$ cat src/hw/rtl/wsd_pkg.sv
// Package of the wildcard sequence detector: sizes, codes and cell types.
// Used by every module of the block but the checker; depends on nothing.
`timescale 1ns / 1ps
package wsd_pkg;
  localparam int PatternMax = 16;
  localparam int CntW = $clog2(PatternMax + 1);
  localparam int IdxW = (PatternMax > 1) ? $clog2(PatternMax) : 1;

  typedef enum logic [2:0] {
    OP_PUSH_NUM = 3'd0,
    OP_PUSH_NAN = 3'd1,
    OP_CLEAR    = 3'd2,
    OP_EMPTY    = 3'd3,
    OP_APPEND   = 3'd4
  } opcode_t;

  typedef enum logic [1:0] {
    KIND_LITERAL  = 2'd0,
    KIND_WILDCARD = 2'd1,
    KIND_NEVER    = 2'd2
  } kind_t;

  typedef enum logic [1:0] {
    ST_RUN  = 2'd0,
    ST_CMP  = 2'd1,
    ST_EMIT = 2'd2
  } state_t;

  // One window entry as it travels down the chain of cells.
  typedef struct packed {
    logic [31:0] value;
    logic        is_int;
    logic        number;
  } slot_t;

  typedef struct packed {
    logic shift;
    logic load_pat;
  } cell_ctrl_t;

  function automatic logic bits_finite(input logic [31:0] b);
    return b[30:23] != 8'hFF;
  endfunction
endpackage

$ cat src/hw/rtl/wsd_ctrl.sv
// Sequencer of the detector: pattern length, fill count, compare and emit.
// Depends on wsd_pkg.
`timescale 1ns / 1ps
module wsd_ctrl import wsd_pkg::*; (
  input  logic            clk,
  input  logic            rst_n,
  input  logic            in_fire,
  input  opcode_t         op,
  input  logic [PatternMax-1:0] hits,
  input  logic            out_fire,
  output cell_ctrl_t      ctrl,
  output logic [CntW-1:0] pat_cnt_r,
  output logic [CntW-1:0] emit_cnt_r,
  output logic            in_ready,
  output logic            emitting
);
  state_t          st_r, st_nxt;
  logic [CntW-1:0] fill_r, fill_nxt, pat_cnt_nxt, emit_cnt_nxt;
  logic            all_hit;

  always_ff @(posedge clk) begin
    if (!rst_n) begin
      st_r <= ST_RUN;
      fill_r <= '0;
      pat_cnt_r <= '0;
      emit_cnt_r <= '0;
    end else begin
      st_r <= st_nxt;
      fill_r <= fill_nxt;
      pat_cnt_r <= pat_cnt_nxt;
      emit_cnt_r <= emit_cnt_nxt;
    end
  end

  always_comb begin
    all_hit = 1'b1;
    for (int i = 0; i < PatternMax; i++) begin
      if (CntW'(i) < pat_cnt_r && !hits[i]) all_hit = 1'b0;
    end
    st_nxt = st_r;
    fill_nxt = fill_r;
    pat_cnt_nxt = pat_cnt_r;
    emit_cnt_nxt = emit_cnt_r;
    ctrl = '0;
    in_ready = (st_r == ST_RUN);
    emitting = (st_r == ST_EMIT);
    case (st_r)
      ST_RUN: begin
        if (in_fire) begin
          case (op)
            OP_PUSH_NUM, OP_PUSH_NAN: begin
              if (pat_cnt_r != '0) begin
                ctrl.shift = 1'b1;
                if (fill_r < pat_cnt_r) fill_nxt = fill_r + CntW'(1);
                if (fill_r + CntW'(1) >= pat_cnt_r) st_nxt = ST_CMP;
              end
            end
            OP_CLEAR: fill_nxt = '0;
            OP_EMPTY: begin
              pat_cnt_nxt = '0;
              fill_nxt = '0;
            end
            OP_APPEND: begin
              if (pat_cnt_r < CntW'(PatternMax)) begin
                ctrl.load_pat = 1'b1;
                pat_cnt_nxt = pat_cnt_r + CntW'(1);
                fill_nxt = '0;
              end
            end
            default: ;
          endcase
        end
      end
      ST_CMP: begin
        if (all_hit) begin
          st_nxt = ST_EMIT;
          emit_cnt_nxt = '0;
        end else begin
          st_nxt = ST_RUN;
        end
      end
      ST_EMIT: begin
        if (out_fire) begin
          emit_cnt_nxt = emit_cnt_r + CntW'(1);
          if (emit_cnt_r + CntW'(1) == pat_cnt_r) begin
            st_nxt = ST_RUN;
            fill_nxt = '0;
          end
        end
      end
      default: st_nxt = ST_RUN;
    endcase
  end
endmodule

$ cat config.mk
export PLATFORM = sky130hd
export DESIGN_NAME = wsd_ctrl
export DESIGN_NICKNAME = d
export VERILOG_FILES = /design/src/hw/rtl/wsd_pkg.sv /design/src/hw/rtl/wsd_ctrl.sv
export SDC_FILE = /design/constraint.sdc
export NUM_CORES = 1
export LEC_CHECK = 0
export BUFFER_PORTS_ARGS = -buffer_cell sky130_fd_sc_hd__buf_4
export CAP_MARGIN = 0
export CORE_MARGIN = 8
export CORE_UTILIZATION = 50
export CTS_CLUSTER_DIAMETER = 40
export DETAILED_ROUTE_END_ITERATION = 7
export GPL_ROUTABILITY_DRIVEN = 1
export MAX_ROUTING_LAYER = met4
export PLACE_DENSITY = 0.83
export SYNTH_ARGS = -nofsm -noshare
export SYNTH_HDL_FRONTEND = slang
export SYNTH_SLANG_ARGS = --single-unit
$ cat constraint.sdc
create_clock -name clk -period 4.6 [get_ports clk]
set_input_delay 0.23 -clock clk [delete_from_list [all_inputs] [get_ports clk]]
set_output_delay 0.23 -clock clk [all_outputs]
set_load 0.01 [all_outputs]
# ---- Word level (Yosys, flattened, before mapping)
# Cells that the tools add are included.
dict set report word_totals {
  output_inout_bits 14
  elab_cells 132
  register_bits 17
}
dict set report classes {
  reduce_logical 44
  n_eq_ne 19
  mux 43
  addsub 3
  order_cmp 19
}
# cell n
set op_table {}
lappend op_table {{5-bit two-way mux} 9}
lappend op_table {{4-bit by 5-bit < comparator with 1-bit output (first input constant)} 8}
lappend op_table {{5-bit one-hot mux with 2 select lines} 3}
lappend op_table {{3-bit by 5-bit < comparator with 1-bit output (first input constant)} 4}
lappend op_table {{1-bit two-way mux} 20}
lappend op_table {{2-bit two-way mux} 9}
lappend op_table {{1-bit logical AND} 16}
lappend op_table {{1-bit zero test} 16}
lappend op_table {{5-bit by 1-bit adder with 5-bit output (second input constant)} 3}
lappend op_table {{5-bit one-hot mux with 3 select lines} 1}
lappend op_table {{1-bit by 5-bit < comparator with 1-bit output (first input constant)} 2}
lappend op_table {{2-bit by 5-bit < comparator with 1-bit output (first input constant)} 2}
lappend op_table {{3-bit != test (second input constant)} 3}
lappend op_table {{2-bit by 1-bit != test with 1-bit output (second input constant)} 4}
lappend op_table {{2-bit != test (second input constant)} 4}
lappend op_table {{8-bit AND reduction} 1}
lappend op_table {{3-bit by 2-bit == test with 1-bit output (second input constant)} 2}
lappend op_table {{2-bit one-hot mux with 3 select lines} 1}
lappend op_table {{6-bit AND reduction} 1}
lappend op_table {{2-bit nonzero test} 3}
lappend op_table {{5-bit == test} 1}
lappend op_table {{5-bit greater-or-equal comparator} 1}
lappend op_table {{5-bit < comparator} 1}
lappend op_table {{5-bit < comparator (second input constant)} 1}
lappend op_table {{other kinds (11)} 12}

# ---- Depth between registers and ports, before layout
dict set report logic_depth {
  ltp_word 20
  depth_mapped 9
}

# ---- Worst setup path before layout
# Ideal clock, no wire load.
dict set report synth_timing {
  path_kind {flip-flop to flip-flop}
  start {register pat_cnt_r[1]}
  end {register fill_r[0]}
  path_stages_with_launch 10
  arrival_ns 1.847
  path_buffers 1
  setup_slack_ns 2.632
  setup_ns 0.121
  path_cell_list {dfxtp_1 -> buf_2 -> inv_1 -> ha_1 -> nor2b_1 -> nor3_1 -> o21ai_2 -> o311ai_4 -> and2_1 -> mux2_4}
}
dict set report synth_via {
  elab_chain_cells 3
  elab_cells_between_ends 9
  cone_classes {order compare: 2; eq/ne: 5; reduce/logical: 2}
}
# item line
set synth_rtl {}
lappend synth_rtl {{start, declared} wsd_ctrl.sv:12} ;# output logic [CntW-1:0] pat_cnt_r,
lappend synth_rtl {{start signal, assigned} wsd_ctrl.sv:30} ;# pat_cnt_r <= pat_cnt_nxt;
lappend synth_rtl {{5-bit < comparator (tied with other cells)} wsd_ctrl.sv:64} ;# if (pat_cnt_r < CntW'(PatternMax)) begin
lappend synth_rtl {{3-bit != test (no line) or 2-bit by 1-bit != test with 1-bit output (tied branches)} n/a}
lappend synth_rtl {{8-bit AND reduction (no line) (*)} n/a}
lappend synth_rtl {{end signal, assigned} wsd_ctrl.sv:29} ;# fill_r <= fill_nxt;
lappend synth_rtl {{end, declared} wsd_ctrl.sv:18} ;# logic [CntW-1:0] fill_r, fill_nxt, pat_cnt_nxt, emit_cnt_nxt;
# Every way passes the cells marked *; elsewhere a longest branch is shown, timed or not.
# A chain may end at the register's enable or synchronous reset.

# ---- Final worst setup path
# Same ends and word-level chain as after synthesis.

==> reports/metrics.csv <==
stage,metric,value,unit
run_status,status,completed,
synth,synth_most_common_cell,dfxtp_1,
placed_design,port_buffers,36,
clock_tree,numCtsBuffers,3,
synth,synth_top_area_share,23.27,%
clock_tree,clk_pin_slew_worst_paths,0.11,ns
final_layout,final_area,1763,um^2
worst_hold_path,min_to,st_r[1],
worst_setup_path,cp_max_fo,11,
worst_setup_path,crit_arrival,2.39,ns
synth,synth_compound_area_share,25.83,%
floorplanning,num_io_pins,37,
sta,finClkSkew,0.005275,ns
floorplanning,rows,19,
final_layout,area_delta_synth_final,20.53,%
worst_setup_path,cp.required,4.80,ns
floorplanning,dieArea,4912,um^2
placed_design,gp_congestion,0.8505,
floorplanning,core_area,2758,um^2
synth,synth_edf_count,0,
global_route,grt.total_usage,16.52,%
sta,grt_setup_unrepaired,false,
final_layout,stdcell_count,244,
global_route,grt_pass1_vias,1401,
clock_tree,clk_latency,0.30,ns
routing,drc,0,
synth,synth_fa_ha_area_share,11.98,%
final_layout,drive_above_1_share,25.82,%
global_route,antenna_found_initial,0,
floorplanning,die_w,70.09,um
synth,synth_ff_type,dfxtp_1,
worst_setup_path,rr_endpoint,fill_r[0],
worst_setup_path,crit_type,flop to flop,
routing,routed_wirelength,4.016,mm
power,powerDensity,168.6,nW/um^2
sta,setup_viol,0,
final_layout,fin_nets,251,
routing,avgRoutedWirePerCell,16.46,um
floorplanning,initial_core_util,53.04,%
worst_setup_path,worstSetupEndpointType,flop,
routing,dr.pass1.iters,4,
clock_tree,cts.sinks,17,
sta,setup_slack,2.411,ns
synth,synthTopCellsByArea,"dfxtp_1, ha_1, xnor2_1",
synth,synth_top_family_by_area,simple AND/OR/NAND/NOR gates,
routing,ant_nets,0,
routing,via_per_inst,6.029,
synth,synth_cell_type_count,55,
clock_tree,cts-htree-levels,1,
synth,synth_common_cells,"dfxtp_1, nor2_1, nand3_1",
worst_setup_path,rr_worst_depth,8,
synth,synth_nets,216,
placed_design,dp_hpwl,3.192,mm
final_layout,multi_input_area,1057,um^2
clock_tree,cts_hold_buf,0,
clock_tree,cts-root-buf,clkbuf_4,
synth,seq_area_frac_synth,23.27,%
final_layout,n_antenna_cell,0,
power,p_total,0.2972,mW
synth,synthCells,179,
sta,tightest_slew,0.6195,ns
global_route,overflow,0,
worst_setup_path,r2r_setup_slack,2.41,ns
clock_tree,postCtsSetupBuffers,0,
synth,synth_area_per_cell,8.171,um^2
final_layout,seq_area,340.3,um^2
worst_setup_path,cp-start-kind,flop,
sta,hold_ws,0.2363,ns
placed_design,dp.cells,240,
synth,synth_xor_area_share,7.186,%
worst_hold_path,hold_depth,2,
synth,synthSimpleGateAreaFrac,26.26,%
synth,synthArstFlopShare,0,%
placed_design,placed_cell_area,1737,um^2
clock_tree,cts-resized-gates,0,
job,cap_violations,0,
floorplanning,die_y,70.09,um
sta,finalSetupTns,0,ns
placed_design,pre_cts_slack,2.451,ns
worst_setup_path,r2r_start,pat_cnt_r[1],
synth,yosysWarnings,0,
final_layout,fillers,245,
sta,relSlewSlack,58.26,%
final_layout,postLayoutCoreUtil,63.93,%
clock_tree,tritoncts,yes,
power,vdd_drop_max,215.7,uV
sta,finalCriticalPeriod,2.189,ns
sta,final_hold_viol_count,0,
routing,via_count,1471,
worst_hold_path,hp-start,rst_n,
sta,fmax,0.4567,GHz
global_route,grt_first_pass_wirelength,6.782,mm
worst_hold_path,min_path_type,input pin to flop,
synth,synthesis.area,1463,um^2
synth,synth_top_area_cell,dfxtp_1,
routing,drtIter0Drc,106,
power,leakage,0.7467,nW
global_route,grt_max_degree,15,
sta,drv_slew,0,
sta,finalCritPeriodShare,47.60,%
synth,synth-seq-cells,17,
clock_tree,clockBufferDepth,2,
synth,synthMuxAreaShare,1.027,%
==> metal layers <==
metal / share of wire [%] / up-vias / GRT usage, %
li1: - / 730 / -
met1: 44 / 685 / 20.47
met2: 48 / 44 / 25.38
met3: 5.9 / 12 / 3.814
met4: 2.5 / 0 / 6.250
met5: 0 / - / -
==> logic make-up after synthesis <==
logic type,count (synthesis)
AO/OA/AOI/OAI,50
XOR/XNOR,12
adder cells (fa/ha/maj),14
buffers and inverters,14
flip-flops,17
AND/OR/NAND/NOR,71
multiplexers,1
==> power by group <==
| group | leakage (nW) | internal (mW) | switching, mW |
|---|---|---|---|
| registers | 0.137 | 0.149 | 0.00507 |
| clock network | 0.0150 | 0.0338 | 0.0507 |
| logic | 0.595 | 0.0303 | 0.0287 |
==> worst max path at each step <==
stage                 startpoint         to  slack, ns  cells after the start
floorplan           pat_cnt_r[1]  fill_r[0]       2.63                      9
global placement    pat_cnt_r[1]  fill_r[0]       2.54                      8
detailed placement  pat_cnt_r[1]  fill_r[0]       2.45                      8
CTS                 pat_cnt_r[1]  fill_r[0]       2.43                      8
global route        pat_cnt_r[1]  fill_r[0]       2.23                      8
finish              pat_cnt_r[1]  fill_r[0]       2.41                      8
==> final cells by class <==
cell class	count	share of cell area [%]
timing repair buffer	36	15.33
multi-input combinational	148	59.97
inverter	8	1.703
clock buffer	4	1.490
tap	31	2.200
sequential	17	19.30
==> registers in the layout, summed over array words and instances, names as in the netlist <==
register	count
emit_cnt_r	5
fill_r	5
pat_cnt_r	5
st_r	2
==> placed cells by master, fill, tap and decap left out, types with 3 or more instances in the layout <==
master,n
o211ai_1,5
a21oi_1,10
nand3_1,15
o21ai_0,9
buf_4,36
nor3_1,6
nor2_1,16
inv_1,7
nor2b_1,6
clkbuf_4,3
xnor2_1,11
dfxtp_1,17
ha_1,14
nand2_1,9
==> critical path: stages, from the launching register on <==
cell and delay [ns]:
dfxtp_1 0.59, inv_1 0.21, ha_1 0.32, nor2b_1 0.13, nor3_1 0.07, o21ai_2 0.17, o311ai_4 0.15, and2_1 0.19
mux2_4 0.26
Note: power is estimated with default switching activity, not from simulation.
