File: src/hw/rtl/wsd_pkg.sv
// Package of the wildcard sequence detector: sizes, codes and cell types.
// Used by every module of the block but the checker; depends on nothing.
`timescale 1ns / 1ps
package wsd_pkg;
  localparam int PatternMax = 16;
  localparam int CntW = $clog2(PatternMax + 1);
  localparam int IdxW = (PatternMax > 1) ? $clog2(PatternMax) : 1;

  typedef enum logic [2:0] {
    OP_PUSH_NUM = 3'd0,
    OP_PUSH_NAN = 3'd1,
    OP_CLEAR    = 3'd2,
    OP_EMPTY    = 3'd3,
    OP_APPEND   = 3'd4
  } opcode_t;

  typedef enum logic [1:0] {
    KIND_LITERAL  = 2'd0,
    KIND_WILDCARD = 2'd1,
    KIND_NEVER    = 2'd2
  } kind_t;

  typedef enum logic [1:0] {
    ST_RUN  = 2'd0,
    ST_CMP  = 2'd1,
    ST_EMIT = 2'd2
  } state_t;

  // One window entry as it travels down the chain of cells.
  typedef struct packed {
    logic [31:0] value;
    logic        is_int;
    logic        number;
  } slot_t;

  typedef struct packed {
    logic shift;
    logic load_pat;
  } cell_ctrl_t;

  function automatic logic bits_finite(input logic [31:0] b);
    return b[30:23] != 8'hFF;
  endfunction
endpackage

File: src/hw/rtl/wsd_i2f.sv
// Registered int32 to single-precision conversion, round to nearest even.
// Depends on wsd_pkg.
`timescale 1ns / 1ps
module wsd_i2f import wsd_pkg::*; (
  input  logic        clk,
  input  logic [31:0] int_in,
  output logic [31:0] flt_r
);
  logic [31:0] mag;
  logic [4:0]  msb;
  logic [31:0] norm;
  logic [24:0] mant;
  logic        rnd;
  logic [7:0]  expo;
  logic [31:0] flt_nxt;

  always_comb begin
    mag = int_in[31] ? (~int_in + 32'd1) : int_in;
    msb = 5'd0;
    for (int i = 0; i < 32; i++) begin
      if (mag[i]) msb = 5'(i);
    end
    norm = mag << (5'd31 - msb);
    rnd = norm[7] & (norm[6] | (|norm[5:0]) | norm[8]);
    mant = {1'b0, norm[31:8]} + {24'd0, rnd};
    expo = 8'd127 + {3'd0, msb} + {7'd0, mant[24]};
    if (mag == 32'd0) begin
      flt_nxt = 32'd0;
    end else begin
      flt_nxt = {int_in[31], expo, mant[24] ? mant[23:1] : mant[22:0]};
    end
  end

  always_ff @(posedge clk) begin
    flt_r <= flt_nxt;
  end
endmodule

File: src/hw/rtl/wsd_cell.sv
// One cell of the chain: holds a pattern element and a window entry, shifts
// the entry on to its neighbour and reports whether the two agree.
// Depends on wsd_pkg and wsd_i2f.
`timescale 1ns / 1ps
module wsd_cell import wsd_pkg::*; (
  input  logic        clk,
  input  cell_ctrl_t  ctrl,
  input  logic        pat_sel,
  input  kind_t       pat_kind,
  input  logic [31:0] pat_lit,
  input  slot_t       slot_in,
  output slot_t       slot_r,
  output logic        hit
);
  kind_t       kind_r;
  logic [31:0] lit_r;
  logic [31:0] conv;
  logic [31:0] conv_src;
  logic        num_eq;
  logic [31:0] cmp_val;

  // The conversion register follows the entry, so it is ready with the entry.
  assign conv_src = ctrl.shift ? slot_in.value : slot_r.value;

  wsd_i2f u_i2f (.clk(clk), .int_in(conv_src), .flt_r(conv));

  always_ff @(posedge clk) begin
    if (ctrl.shift) slot_r <= slot_in;
    if (ctrl.load_pat && pat_sel) begin
      kind_r <= pat_kind;
      lit_r  <= pat_lit;
    end
  end

  always_comb begin
    cmp_val = slot_r.is_int ? conv : slot_r.value;
    num_eq = (cmp_val == lit_r) ||
             ((cmp_val[30:0] == 31'd0) && (lit_r[30:0] == 31'd0));
    case (kind_r)
      KIND_WILDCARD: hit = slot_r.number;
      KIND_LITERAL:  hit = slot_r.number && num_eq;
      default:       hit = 1'b0;
    endcase
  end
endmodule

File: config.mk
export PLATFORM = sky130hd
export DESIGN_NAME = wsd_cell
export DESIGN_NICKNAME = d
export VERILOG_FILES = /design/src/hw/rtl/wsd_pkg.sv /design/src/hw/rtl/wsd_i2f.sv /design/src/hw/rtl/wsd_cell.sv
export SDC_FILE = /design/constraint.sdc
export NUM_CORES = 1
export LEC_CHECK = 0
export ABC_AREA = 0
export BUFFER_PORTS_ARGS = -buffer_cell sky130_fd_sc_hd__buf_2
export CAP_MARGIN = 20
export CORE_MARGIN = 1.5
export CORE_UTILIZATION = 60
export CTS_CLUSTER_SIZE = 30
export DETAILED_ROUTE_END_ITERATION = 7
export HOLD_SLACK_MARGIN = 0.12
export PLACE_DENSITY = 0.84
export SLEW_MARGIN = 20
export SYNTH_ARGS = -nofsm -noshare
export SYNTH_HDL_FRONTEND = slang
export SYNTH_SLANG_ARGS = --single-unit
File: constraint.sdc
create_clock -name clk -period 11.9 [get_ports clk]
set_input_delay 0 -clock clk [delete_from_list [all_inputs] [get_ports clk]]
set_output_delay 0 -clock clk [all_outputs]
set_load 0.02 [all_outputs]
# Word-level counts from Yosys, hierarchy flattened
# Cells that the tools add are included.
dict set report totals {
  ff_bits 100
  inputBits 72
  out_inout_bits 35
  word_cells 63
}
dict set report classes {
  addsub 5
  eq_ne 2
  n_shift 1
  muxes 36
  n_bitwise 4
  n_reduce_logical 9
}
# op count
set op_table {}
lappend op_table {{32-bit 2-to-1 mux} 3}
lappend op_table {{5-bit 2-to-1 mux} 16}
lappend op_table {{31-bit logical NOT} 2}
lappend op_table {{32-bit by 1-bit adder with 32-bit output, second input constant} 1}
lappend op_table {{32-bit == test} 1}
lappend op_table {{32-bit logical NOT} 1}
lappend op_table {{4-bit 2-to-1 mux} 8}
lappend op_table {{32-bit NOT} 1}
lappend op_table {{32-bit by 5-bit << shifter with 32-bit output} 1}
lappend op_table {{24-bit by 1-bit adder with 25-bit output} 1}
lappend op_table {{23-bit 2-to-1 mux} 1}
lappend op_table {{3-bit 2-to-1 mux} 4}
lappend op_table {{7-bit by 5-bit adder with 8-bit output, first input constant} 1}
lappend op_table {{8-bit by 1-bit adder with 8-bit output} 1}
lappend op_table {{6-bit OR reduction} 1}
lappend op_table {{5-bit subtractor, first input constant} 1}
lappend op_table {{2-bit 2-to-1 mux} 2}
lappend op_table {{1-bit logical AND} 3}
lappend op_table {{2-bit by 1-bit == test with 1-bit output, second input constant} 1}
lappend op_table {{2-bit logical NOT} 1}
lappend op_table {{1-bit bitwise OR} 2}
lappend op_table {{1-bit case mux with 2 select lines} 1}
lappend op_table {{1-bit AND} 1}
lappend op_table {{1-bit logical OR} 1}
lappend op_table {{1-bit 2-to-1 mux} 1}

# Logic depth before layout (Yosys ltp)
dict set report logic_depth {
  ltp_word 43
  depth_mapped 36
  ltp_nobuf 27
}

# Cells and area by module
# From an unflattened synthesis, not the netlist that was laid out.
dict set report unflattened {
  cells_unflattened 1193
  area_unflattened_um2 9858.2
}
# mod n_inst cells_per_inst area_each_um2 seq_area_each_um2
set by_module_without_submodules {}
lappend by_module_without_submodules {wsd_i2f 1 965 6465.0 640.6}
lappend by_module_without_submodules {wsd_cell 1 228 3393.3 2042.0}

# Worst setup path after synthesis
# Ideal clock, no wire load.
dict set report synth_timing {
  path_type {input to register}
  start {input port ctrl[1] (netlist name)}
  end {register u_i2f.flt_r[27]}
  setup_time_ns 0.106
  t_arrival_ns 6.347
  required_ns 11.794
  slack_ns 5.447
  stages 36
  n_path_buf 10
  cell_sequence {buf_4 > buf_4 > buf_6 > buf_2 > buf_4 > mux2_2 > inv_1 > ha_1 > clkbuf_1 > nand4_1 > a21oi_1 > o21ai_1 > and2_1 > clkbuf_1 > a211oi_1 > o2111ai_2 > a211o_1 > buf_2 > buf_6 > buf_6 > o221a_1 > nor4_2 > a41oi_1 > nor2b_1 > nor2_1 > ha_1 > nand4b_1 > nand3b_1 > or4_1 > nor4_1 > nand2_1 > ha_1 > ha_1 > nand2_1 > o21ai_0 > o311ai_0}
}
dict set report synth_via {
  elab_chain_len 43
  word_cells_on_any_way 45
  classes_between {add/sub: 5; shift: 1; mux: 33; bitwise: 4; reduce/logical: 2}
}
# item line
set synth_rtl {}
lappend synth_rtl {{start: declaration} wsd_cell.sv:7} ;# input cell_ctrl_t ctrl,
lappend synth_rtl {{32-bit 2-to-1 mux *} wsd_cell.sv:23} ;# assign conv_src = ctrl.shift ? slot_in.value : slot_r.value;
lappend synth_rtl {{32-bit NOT} wsd_i2f.sv:18} ;# mag = int_in[31] ? (~int_in + 32'd1) : int_in;
lappend synth_rtl {{32-bit by 1-bit adder with 32-bit output} wsd_i2f.sv:18}
lappend synth_rtl {{32-bit 2-to-1 mux *} wsd_i2f.sv:18}
lappend synth_rtl {{1-bit 2-to-1 mux} wsd_i2f.sv:21} ;# if (mag[i]) msb = 5'(i);
lappend synth_rtl {{2-bit 2-to-1 mux (2 in a row)} wsd_i2f.sv:21}
lappend synth_rtl {{3-bit 2-to-1 mux (4 in a row)} wsd_i2f.sv:21}
lappend synth_rtl {{4-bit 2-to-1 mux (8 in a row)} wsd_i2f.sv:21}
lappend synth_rtl {{5-bit 2-to-1 mux (16 in a row)} wsd_i2f.sv:21}
lappend synth_rtl {{5-bit subtractor} wsd_i2f.sv:23} ;# norm = mag << (5'd31 - msb);
lappend synth_rtl {{32-bit by 5-bit << shifter with 32-bit output} wsd_i2f.sv:23}
lappend synth_rtl {{6-bit OR reduction} wsd_i2f.sv:24} ;# rnd = norm[7] & (norm[6] | (|norm[5:0]) | norm[8]);
lappend synth_rtl {{1-bit bitwise OR (2 in a row)} wsd_i2f.sv:24}
lappend synth_rtl {{1-bit AND} wsd_i2f.sv:24}
lappend synth_rtl {{24-bit by 1-bit adder with 25-bit output} wsd_i2f.sv:25} ;# mant = {1'b0, norm[31:8]} + {24'd0, rnd};
lappend synth_rtl {{8-bit by 1-bit adder with 8-bit output} wsd_i2f.sv:26} ;# expo = 8'd127 + {3'd0, msb} + {7'd0, mant[24]};
lappend synth_rtl {{end signal: assignment} wsd_i2f.sv:35} ;# flt_r <= flt_nxt;
lappend synth_rtl {{end: declaration} wsd_i2f.sv:7} ;# output logic [31:0] flt_r
# Mark *: on every way between the ends. The rest lies on a longest branch, timed or not.
# A chain may end at the register's enable or synchronous reset.

# Worst setup path in the final report
# Same ends and word-level chain as after synthesis.

==> impl_metrics.tcl <==
set metrics [dict create \
    status "complete, no violations" \
    grt_usage 0.4713 \
    ys_top_cells_by_area "edfxtp_1, mux2i_1, dfxtp_1" \
    fillers 1111 \
    pre_cts_ws_ns 3.063 \
    antenna_found_initial 1 \
    use_met2 0.7034 \
    ant_nets 0 \
    worst_slack_ns 3.020 \
    r2r_start "slot_r[16]" \
    fin_cells 1433 \
    layout-drive-gt1-share 0.1630 \
    use_met1 0.6004 \
    cts_resized 0 \
    synth_top_family_by_area "compound AO/OA/AOI/OAI gates" \
    final_nets 1292 \
    yosysWarnings 0 \
    io_pins 107 \
    setup.worst_path.start "ctrl[1]" \
    first_pass_iters 6 \
    portBuffers 106 \
    coreArea_um2 15370 \
    drt-vias-per-instance 7.629 \
    min_path_cells 1 \
    synthSimpleGateAreaFrac 0.2296 \
    routed_wl_um 39280 \
    layout_common_cells "buf_2, mux2i_1, nor2_1, dlygate4sd3_1, edfxtp_1" \
    use_met3 0.1296 \
    synth-seq-cells 100 \
    cellLeakagePower_uw 0.004108 \
    path_max_fanout 74 \
    cp-start-kind "primary input" \
    synth_compound_area_frac 0.2581 \
    grt_pass1_vias 10016 \
    busiest_layer "met2" \
    hold_class "primary input to register" \
    rsz0062_at_grt "no" \
    finalHoldViolCount 0 \
    syn-cell-area_um2 9530 \
    drtIter0Drc 1953 \
    skew_ns 0.01383 \
    synthCells 1082 \
    fmax_ghz 0.1126 \
    clock_path_buffers 2 \
    cts_tree "built" \
    crit_slowest_cell "a211o_1" \
    initial_core_util 0.6200 \
    final.setup.tns_ns 0 \
    dp.cells 1348 \
    drv_slew 0 \
    synth_edf_count 68 \
    vias 10932 \
    final_common_cell "buf_2" \
    path_clk_slew_ns 0.08 \
    p_per_area_nw_per_um2 141.5 \
    dp.final_hpwl_um 27320 \
    hold_ws_ns 0.2860 \
    vdd_drop_max_v 0.00008279 \
    htree_levels 3 \
    drcViolationCount 0 \
    wl_per_cell_um 27.41 \
    yosysSeqAreaShare 0.2815 \
    clkLatencyLatePin_ns 0.36 \
    synth_mux_area_frac 0.1083 \
    avgSynthCellArea_um2 8.808 \
    max-cap-violations 0 \
    synth_fa_ha_area_frac 0.005251 \
    period_share 0.7462 \
    setup_viol 0 \
    tightest_slew_ns 0.9437 \
    final_core_util 0.7191 \
    worstPathRequired_ns 12.07 \
    area.sequential_um2 2683 \
    period_needed_ns 8.880 \
    dieArea_um2 16650 \
    netlist.area_leader.share 0.2143 \
    ys_types 101 \
    grt_max_degree 75 \
    rows 45 \
    min_from "ctrl[1]" \
    grt_pass1_wl_um 59120 \
    yosysTopAreaCell "edfxtp_1" \
    worstPathArrival_ns 9.05 \
    cts_inserted_buffers 9 \
    yosys_most_used_dff "edfxtp_1" \
    cts-root-buf "clkbuf_16" \
    endpoint_kind "register" \
    synthToLayoutAreaGrowth_pct 15.98 \
    synthArstFlopShare 0 \
    r2r_setup_slack_ns 3.28 \
    worstSetupPathType "primary input to register" \
    syn_nets 1158 \
    die_y_um 129.0 \
    cts.sinks 100 \
    rr_worst_depth 21 \
    chipWidth_um 129.0 \
    cp-endpoint "u_i2f.flt_r[27]" \
    max_stage_delay_ns 0.75 \
    grt_overflow 0 \
    r2r-end "u_i2f.flt_r[27]" \
    multiInputGateArea_um2 6462 \
    synth_xor_area_frac 0.07444 \
    relSlewSlack 0.3674 \
    gp_congestion 1.059 \
]
==> routing by layer <==
metal	routed length [um]	vias to the layer above
met5	42	-
met4	3145	2
met3	5537	261
met2	16420	1069
met1	14130	5029
li1	-	4571
==> cell type report <==
class | instances | share of cell area
sequential | 100 | 0.2427
inverter | 4 | 0.001358
antenna | 1 | 0.0002264
tap | 211 | 0.02388
clock inverter | 7 | 0.006113
clock buffer | 9 | 0.02038
timing repair buffer | 190 | 0.1207
multi-input combinational | 911 | 0.5847
==> worst min-delay path by stage <==
stage / end / slack, ns
floorplan: kind_r[0] / 0.1
global route: slot_r[30] / 0.33
global placement: lit_r[0] / 0.18
CTS: slot_r[30] / 0.29
detailed placement: lit_r[30] / 0.18
finish: slot_r[30] / 0.29
==> cells in the mapped netlist (18+ instances only) <==
cell	count
xor2_1	40
a21oi_1	57
nand3_1	50
nand4_1	18
a31oi_1	22
nand2_1	60
nor4_1	32
dfxtp_1	32
mux2i_1	84
a211oi_1	22
nor2_1	71
xnor2_1	41
nor3_1	33
o21ai_0	50
edfxtp_1	68
buf_2	25
==> kinds of logic (layout without fill, tap and decap cells) <==
family / after synthesis / in the layout
adders and majority gates: 4 / 4
buffers and inverters: 71 / 210
other: 0 / 1
DFF: 100 / 100
AOI/OAI and AO/OA: 336 / 336
xor gates and xnor gates: 81 / 81
and+or+nand+nor: 389 / 389
muxes: 101 / 101
==> per-stage QoR <==
| step | cell area (um2) | power (uW) |
|---|---|---|
| after floorplan | 9530 | 969.2 |
| after global placement | 10080 | 1190 |
| after detailed placement | 10080 | 1197 |
| after CTS | 11050 | 1501 |
| after global routing | 11050 | 1613 |
| final | 11050 | 1564 |
==> power by group <==
part | switching [uW] | internal, uW | total (uW)
Combinational | 488 | 272 | 760
Sequential | 77.1 | 431 | 508
Clock | 148 | 148 | 296
Total | 713 | 851 | 1560
==> state kept, by name (all words and copies together) (netlist names) <==
name         cells
lit_r           32
kind_r           2
u_i2f.flt_r     32
slot_r          34
==> worst max-delay path, delay by kind of cell <==
| kind | cells | cell delay, ns |
|---|---|---|
| and+or+nand+nor | 9 | 2.91 |
| adders and majority gates | 3 | 0.79 |
| xor gates and xnor gates | 1 | 0.14 |
| buffers and inverters | 4 | 1.99 |
| muxes | 1 | 0.44 |
| AOI/OAI and AO/OA | 7 | 2.67 |
==> repair_timing <==
| item | 4_1_cts | 5_1_grt |
|---|---|---|
| hold buffers | 68 | 0 |
| setup buffers | 0 | 0 |
| hold endpoints to repair | 68 | 0 |
Note: power is estimated with default switching activity, not from simulation.
